<file path="config.mk">
export PLATFORM = sky130hd
export DESIGN_NAME = lpct_cell
export DESIGN_NICKNAME = d
export VERILOG_FILES = /design/src/design/lru_page_cache_table_assert.svh /design/src/design/lpct_pkg.sv /design/src/design/lpct_cell.sv
export SDC_FILE = /design/constraint.sdc
export NUM_CORES = 1
export LEC_CHECK = 0
export BUFFER_PORTS_ARGS = -buffer_cell sky130_fd_sc_hd__buf_2
export CAP_MARGIN = 20
export CORE_AREA = 2 2 139 141
export CTS_CLUSTER_SIZE = 14
export DETAILED_ROUTE_END_ITERATION = 12
export DIE_AREA = 0 0 141 143
export HOLD_SLACK_MARGIN = 0.03
export PLACE_DENSITY = 0.52
export SLEW_MARGIN = 20
export SYNTH_ARGS = -nofsm -noshare
export SYNTH_HDL_FRONTEND = slang
export SYNTH_SLANG_ARGS = --single-unit
</file>
<file path="constraint.sdc">
create_clock -name clk -period 11 [get_ports clk]
set_input_delay 1.1 -clock clk [delete_from_list [all_inputs] [get_ports clk]]
set_output_delay 1.1 -clock clk [all_outputs]
set_load 0.02 [all_outputs]
</file>
<file path="src/design/lru_page_cache_table_assert.svh">
// Assertion macros shared by the LRU page cache table RTL.
// Depends on a clock named clk and a reset named rst in the including module.
`ifndef LRU_PAGE_CACHE_TABLE_ASSERT_SVH
`define LRU_PAGE_CACHE_TABLE_ASSERT_SVH

// Property checked at every clock edge outside reset.
`define LPCT_ASSERT(lbl, prop, msg) \
  lbl: assert property (@(posedge clk) disable iff (rst) (prop)) else $error(msg);

// Cause in one cycle, effect in the next.
`define LPCT_ASSERT_NEXT(lbl, cause, effect, msg) \
  lbl: assert property (@(posedge clk) disable iff (rst) (cause) |=> (effect)) else $error(msg);

`endif

</file>
<file path="src/design/lpct_pkg.sv">
// Package for the LRU page cache table: payload structs, codes and cell control.
// No dependencies.
`timescale 1ns / 1ps
`default_nettype none
package lpct_pkg;

  localparam int ADDR_W  = 48;
  localparam int COUNT_W = 7;
  localparam int CTR_W   = 32;
  localparam int BUMP_W  = 11;

  localparam logic [CTR_W-1:0] START_SLOT = 32'd777;

  typedef enum logic [2:0] {
    CMD_LOOKUP = 3'd0,
    CMD_PUT    = 3'd1,
    CMD_REMOVE = 3'd2,
    CMD_EVICT  = 3'd3,
    CMD_TOUCH  = 3'd4,
    CMD_PIN    = 3'd5
  } lpct_cmd_t;

  typedef enum logic [1:0] {
    ST_DONE = 2'd0,
    ST_MISS = 2'd1,
    ST_FULL = 2'd2
  } lpct_status_t;

  typedef enum logic [1:0] {
    S_IDLE,
    S_MATCH,
    S_APPLY
  } lpct_state_t;

  typedef enum logic [2:0] {
    OP_NONE,
    OP_FRONT,
    OP_DROP,
    OP_TOUCH,
    OP_PIN
  } lpct_op_t;

  typedef struct packed {
    logic [2:0]        command;
    logic [ADDR_W-1:0] page_address;
    logic              keep;
    logic [BUMP_W-1:0] bump;
    logic              pin_value;
  } lpct_in_t;

  typedef struct packed {
    logic [1:0]         status;
    logic [ADDR_W-1:0]  found_address;
    logic [CTR_W-1:0]   counter_value;
    logic [COUNT_W-1:0] entry_count;
  } lpct_out_t;

  typedef struct packed {
    logic              valid;
    logic              pin;
    logic [ADDR_W-1:0] addr;
    logic [CTR_W-1:0]  count;
  } lpct_entry_t;

  typedef struct packed {
    lpct_op_t         op;
    logic             scale;
    logic             pin_value;
    logic [CTR_W-1:0] wcount;
  } lpct_ctl_t;

endpackage
`default_nettype wire

</file>
<file path="src/design/lpct_cell.sv">
// One recency position of the table: holds the entry of a fixed rank.
// Depends on lpct_pkg.
`timescale 1ns / 1ps
`default_nettype none
module lpct_cell import lpct_pkg::*; #(
  parameter int INDEX = 0,
  parameter int IW    = 6
) (
  input  logic              clk,
  input  logic              rst,
  input  lpct_ctl_t         ctl,
  input  logic [IW-1:0]     idx,
  input  logic [ADDR_W-1:0] key,
  input  lpct_entry_t       left,
  input  lpct_entry_t       right,
  output lpct_entry_t       q,
  output logic              match,
  output logic              evictable
);

  localparam logic [IW-1:0] MY_IDX = IW'(INDEX);

  lpct_entry_t entry;

  assign q         = entry;
  assign match     = entry.valid && (entry.addr == key);
  assign evictable = entry.valid && !entry.pin;

  always_ff @(posedge clk) begin
    if (rst) begin
      entry.valid <= 1'b0;
      entry.pin   <= 1'b0;
    end else begin
      unique case (ctl.op)
        OP_FRONT: begin
          if (MY_IDX <= idx) begin
            entry <= left;
          end
        end
        OP_DROP: begin
          if (MY_IDX >= idx) begin
            entry <= right;
          end
        end
        OP_TOUCH: begin
          if (MY_IDX == idx) begin
            entry.count <= ctl.wcount;
          end else if (ctl.scale && entry.valid) begin
            entry.count <= entry.count >> 16;
          end
        end
        OP_PIN: begin
          if (MY_IDX == idx) begin
            entry.pin <= ctl.pin_value;
          end
        end
        default: begin
        end
      endcase
    end
  end

endmodule
`default_nettype wire

</file>
# Word level (Yosys, flattened, before mapping)
# Index checks and enable logic that the tools add are counted.
# totals
register_bits,82
in_bits,257
out_inout_bits,84
wordCells,37
# classes
magnitude_cmp,2
eq_ne,9
muxes,9
bitwise_logic,1
n_reduce_logical,12
# op_table
cell,count
$mux 82,2
$pmux 32 s3,1
$pmux 48 s2,1
$mux 32,2
$eq 48x48->1,1
$reduce_and 4->1,2
$eq 3x2->1 const B,2
$ge 1x6->1 const A,1
$le 1x6->1 const A,1
$logic_not 6->1,1
$ne 2x2->1 const B,3
$reduce_bool 3->1,2
$reduce_and 5->1,1
$eq 3x1->1 const B,1
$eq 3x3->1 const B,1
$logic_and 1x1->1,3
$ne 3x3->1 const B,1
$pmux 1 s3,1
$reduce_and 3->1,1
$pmux 1 s2,1
$reduce_bool 2->1,1
$logic_not 1->1,1
$mux 1,1
$not 1->1,1

# Depth between registers and ports, before layout
# depth
depth_word,4
ltp_mapped,7
mapped_depth_nobuf,5

# Worst setup path after synthesis
# Ideal clock, no wire load.
# synth_path
kind,input to register
from,input idx[0]
to,"register entry, in the netlist q[0], enable pin"
setup_time_ps,461
arrival_time_ps,4112
path_slack_ps,6426
cell_stages,6
n_path_buf,2
path_cell_list,nor4_4 > and2_1 > buf_4 > buf_4 > a22oi_1 > nor3_1
# synth_between
elab_chain_len,3
word_cells_on_any_way,7
cone_classes,order compare (2); eq/ne (3); reduce/logical (2)
# synth_rtl
item,line,text
"start, declared",lpct_cell.sv:12,"input logic [IW-1:0] idx,"
$ge 1x6->1 (tied with other cells),lpct_cell.sv:41,if (MY_IDX >= idx) begin
$ne 2x2->1 (no line) / $ne 3x3->1 (equally long branches),--,
$reduce_and 5->1 (no line) (*),--,
"end signal, assigned",lpct_cell.sv:37,entry <= left;
"end signal, assigned",lpct_cell.sv:42,entry <= right;
"end, declared",lpct_cell.sv:23,lpct_entry_t entry;
# Every way passes the cells marked *; elsewhere a longest branch is shown, timed or not.
# A chain may end at the register's enable or synchronous reset.

# Worst setup path in the final report
# layout_path
from,input key[6]
to,output match
# layout_between
elab_chain_len,2
# layout_rtl
item,line,text
"start, declared",lpct_cell.sv:13,"input logic [ADDR_W-1:0] key,"
$eq 48x48->1,lpct_cell.sv:26,assign match = entry.valid && (entry.addr == key);
$logic_and 1x1->1,lpct_cell.sv:26,
"end, declared",lpct_cell.sv:17,"output logic match,"
# Every way passes these cells.

==> results by stage <==
Run status:
- The flow ran to the end, and the final reports show no timing, DRC or antenna violations.

Floorplanning:
- The floorplan has 50 rows.
- 341 I/O pins were placed.
- The die is 143 um tall.
- The area of the core is 18600 sq um.
- From left edge to right edge, the die measures 141 um.
- The die covers 20200 sq um.
- For this configuration, the core starts out at a cell density of 24.7%.

Clock tree:
- The clock root buffer master is sky130_fd_sc_hd__clkbuf_16.
- The clock passes through at most 2 buffers.
- The post-cts hold buffer count is 0.
- CTS built an H-tree with a depth of 3.
- The post-CTS setup repair buffer count is 0.
- The TritonCTS clock tree is yes.
- The clock insertion delay at the later pin of the skew report is 0.34 ns.
- Counting every sink on the clock net gives 82.
- The clock slew seen by the registers of the worst setup and hold paths is 0.06 ns.
- The number of resized instances in the post-cts repair step is 0.
- TritonCTS created 9 clock buffers.

Power:
- Of the total power, combinational logic draws 15.3%.
- The share of power burned in the clock network is 41.3%.
- The reported net switching power is 0.190 mW.
- The cell-internal power is 0.644 mW.
- The proportion of power drawn by flip-flops and latches is 43.4%.
- The power density over the cells is 122 nW/um^2.
- The leakage power total is 3.04 nW.
- Of the total power, the share spent switching nets is 22.8%.
- The highest ir drop seen on vdd is 0.0650 mV.

Global routing:
- The wire length of the first global-routing pass is 23300 um.
- The via count of the first global-routing pass is 4330.
- The largest net degree at the start of global routing is 70.
- The total overflow left after global routing is 0.
- The number of antenna violations at the first check in global routing is 1.
- The all-layer global routing usage is 15.5%.

Drt:
- The wire length per cell is 16.9 um.
- For this run, design rule violations remaining after detail routing come to 0.
- The iteration-0 DRC count of the detailed router is 138.
- The routed via count divided by cell count is 4.49.
- The detailed router placed 4333 vias in this run.
- The number of nets still failing antenna checks after routing is 0.
- The number of iterations in the first detailed-routing pass is 4.
- The total routed wirelength is 16300 um.

Layout:
- The number of flip-flops under the largest register name is 82.
- The share of the core filled with cells is 36.9%.
- The fraction of final layout cells sized beyond drive strength 1 is 57.0%.
- The number of fillers in the final layout is 1946.
- The area overhead of the layout relative to synthesis is 49.4%.
- For this run, the post-layout net count is 983.

STA:
- In the finished design, the share of the clock period the worst path needs comes to 32.9%.
- The slew at the pin closest to its max-slew limit is 0.656 ns.
- Setup violations remaining at the end of the flow were counted as 0.
- The worst pin sits at a relative slew slack of 56.3%.
- The count of final hold-check violations is 0.
- The upper clock frequency limit is 276 MHz.
- The clock period could shrink to 3.62 ns.
- The clock skew is 0.00478 ns.
- Setup repair after global routing left no endpoint under its margin.
- In the final timing run, aggregate negative setup slack is 0 ns.
- The max-slew violation total from the final report is 0.

Worst setup path:
- The cell seen most often among critical-path stages is sky130_fd_sc_hd__buf_2.
- Data on the critical path arrives at its endpoint at 2.52 ns.
- The register-to-register path setup slack is 9.41 ns.
- The required time at the endpoint of the critical path is 9.90 ns.
- Counting cells, the worst reg-to-reg path comes to 5.
- The combined buffer and inverter count along the critical path is 2.
- The kind of cell with the highest combined delay along the critical path is simple AND/OR/NAND/NOR gates.
- Along the worst path, the maximum fanout reaches 1.
- The startpoint class of the critical path is an input pin.
- On the critical path, the stage with the largest delay is an instance of sky130_fd_sc_hd__nor4_1.
- The worst setup path is of the input pin to primary output kind.
- Traced cell by cell, the critical path runs through buf_2, xnor2_1, nand4_1, nor4_1, nand3_1, nor3_1, buf_2.
- The highest cell delay on the worst timing path is 0.47 ns.
- The sort of element at the end of the critical path is a primary output.
- In this run the critical register-to-register path is captured at q[9].
- The startpoint of the worst register-to-register path is q[81].

Flow run:
- Across the run, the number of max-cap violations was 0.

Synth:
- The proportion of synthesized flip-flops having asynchronous set or reset is 0%.
- The number of enable flip-flop cells after synthesis is 80.
- After synthesis the netlist holds a flip-flop and latch count of 82.
- The synthesized netlist occupies a cell area of 4590 sq um.
- The number of different library cells in the post-synthesis netlist is 37.
- The cell with the most instances after synthesis is sky130_fd_sc_hd__edfxtp_1.
- The sequential share of the synthesized area is 53.2%.
- The share of the synthesized area in the top cell type is 52.3%.
- The commonest cells after synthesis are 80 x sky130_fd_sc_hd__edfxtp_1, 50 x sky130_fd_sc_hd__nand2_1, 48 x sky130_fd_sc_hd__mux2_2, 33 x sky130_fd_sc_hd__o21ai_0, 32 x sky130_fd_sc_hd__a31oi_1.
- The post-synthesis cell type with the largest combined area is sky130_fd_sc_hd__edfxtp_1.
- The primary flip-flop cell chosen by synthesis mapping is sky130_fd_sc_hd__edfxtp_1.
- In the post-synthesis netlist, the biggest area contributors are sky130_fd_sc_hd__edfxtp_1 52%, sky130_fd_sc_hd__mux2_2 12%, sky130_fd_sc_hd__a31oi_1 4.4%.
- The number of nets in the synthesized netlist is 650.
- Yosys printed 0 warnings.
- Counting every instance in the synthesized netlist gives 393.
- The synthesized area divided by synthesized cell count is 11.7 sq um.

Worst hold path:
- For hold timing, the worst endpoint is q[81].
- The min-delay analysis places its worst path in the category flip-flop to flip-flop.
- In this run the most critical hold path is launched from q[81].
- The cell depth of the worst min-delay path is 2.

Place:
- Once detailed placement completed, the half-perimeter wirelength came to 13200 um.
- The count of buffers added on input and output ports is 340.
- The congestion estimate from routability-driven global placement came to 0.781.
-- power groups by stage --
stage / logic, mW / registers [mW] / clock network [mW]
after floorplan: 0.0515 / 0.378 / 0
after global placement: 0.128 / 0.368 / 0
after detailed placement: 0.129 / 0.368 / 0
after CTS: 0.130 / 0.362 / 0.356
after global routing: 0.141 / 0.362 / 0.367
final: 0.128 / 0.361 / 0.344
-- cells by family (layout without fill, tap and decap cells) --
| logic type | after synthesis | in the layout | synth area share, % |
|---|---|---|---|
| compound gates | 92 | 92 | 12.7 |
| simple gates | 97 | 97 | 10.6 |
| buf+inv | 30 | 367 | 3.30 |
| xor+xnor | 42 | 42 | 8.02 |
| other cells | 0 | 1 | 0 |
| mux | 50 | 50 | 12.2 |
| flops | 82 | 82 | 53.2 |
-- placed cells by master, fill, tap and decap left out, types with 2 or more instances in the layout --
master                      count
sky130_fd_sc_hd__a31oi_1       32
sky130_fd_sc_hd__o22ai_1        2
sky130_fd_sc_hd__nor2_4         2
sky130_fd_sc_hd__xnor2_1       21
sky130_fd_sc_hd__nand2_1       50
sky130_fd_sc_hd__a221oi_1       2
sky130_fd_sc_hd__clkbuf_16      9
sky130_fd_sc_hd__nor3_1         2
sky130_fd_sc_hd__inv_1          6
sky130_fd_sc_hd__edfxtp_1      80
sky130_fd_sc_hd__nor2_1         3
sky130_fd_sc_hd__o2bb2ai_1      2
sky130_fd_sc_hd__nand4_1        6
sky130_fd_sc_hd__a21o_1        16
sky130_fd_sc_hd__bufinv_16      3
sky130_fd_sc_hd__xor2_1        21
sky130_fd_sc_hd__mux2_2        48
sky130_fd_sc_hd__buf_2        340
sky130_fd_sc_hd__nor2b_1       18
sky130_fd_sc_hd__buf_4          6
sky130_fd_sc_hd__o21ai_0       33
sky130_fd_sc_hd__dfxtp_1        2
sky130_fd_sc_hd__nor4_1         7
-- worst max-delay path by stage --
stage               startpoint  endpoint  slack (ns)  cells past startpoint
global route            key[6]     match        7.21                      7
finish                  key[6]     match        7.38                      7
CTS                     key[6]     match        7.29                      7
floorplan               idx[0]      q[0]        6.43                      6
global placement        key[6]     match        7.31                      7
detailed placement      key[6]     match        7.29                      7
-- worst register-to-register path: cells and delay by family (launching register included) --
family,cells,cell delay [ns]
and+or+nand+nor,3,0.29
AOI/OAI and AO/OA,1,0.06
DFF,1,0.44
buffers and inverters,1,0.41
-- stage by stage --
step	area, sq um	power, mW	std cells	hold WS (ns)	worst slack [ns]
floorplan	4590	0.429	393	0.613	6.43
global placement	6520	0.496	949	0.615	7.31
detailed placement	6520	0.497	949	0.620	7.29
CTS	6850	0.848	964	0.633	7.29
global route	6850	0.870	964	0.669	7.21
finish	6860	0.833	965	0.616	7.38
-- layer usage --
metal  vias to the layer above  global-route usage [%]  routed length, um
li1                       2124                       -                  -
met1                      1973                    16.9               6370
met2                       222                    28.5               8210
met3                        14                    5.16               1490
met4                         0                    4.89                214
met5                         -                       0                  0
-- layout make-up --
class                      instances  area, sq um  area share (%)
sequential                        82         2440            35.6
multi-input combinational        281         2020            29.4
inverter                           6         22.5           0.329
tap                              234          293            4.27
antenna                            1         2.50          0.0365
clock buffer                      10          229            3.34
timing repair buffer             346         1750            25.5
clock inverter                     5          104            1.51
No activity file was read; power rests on OpenSTA's default activity.
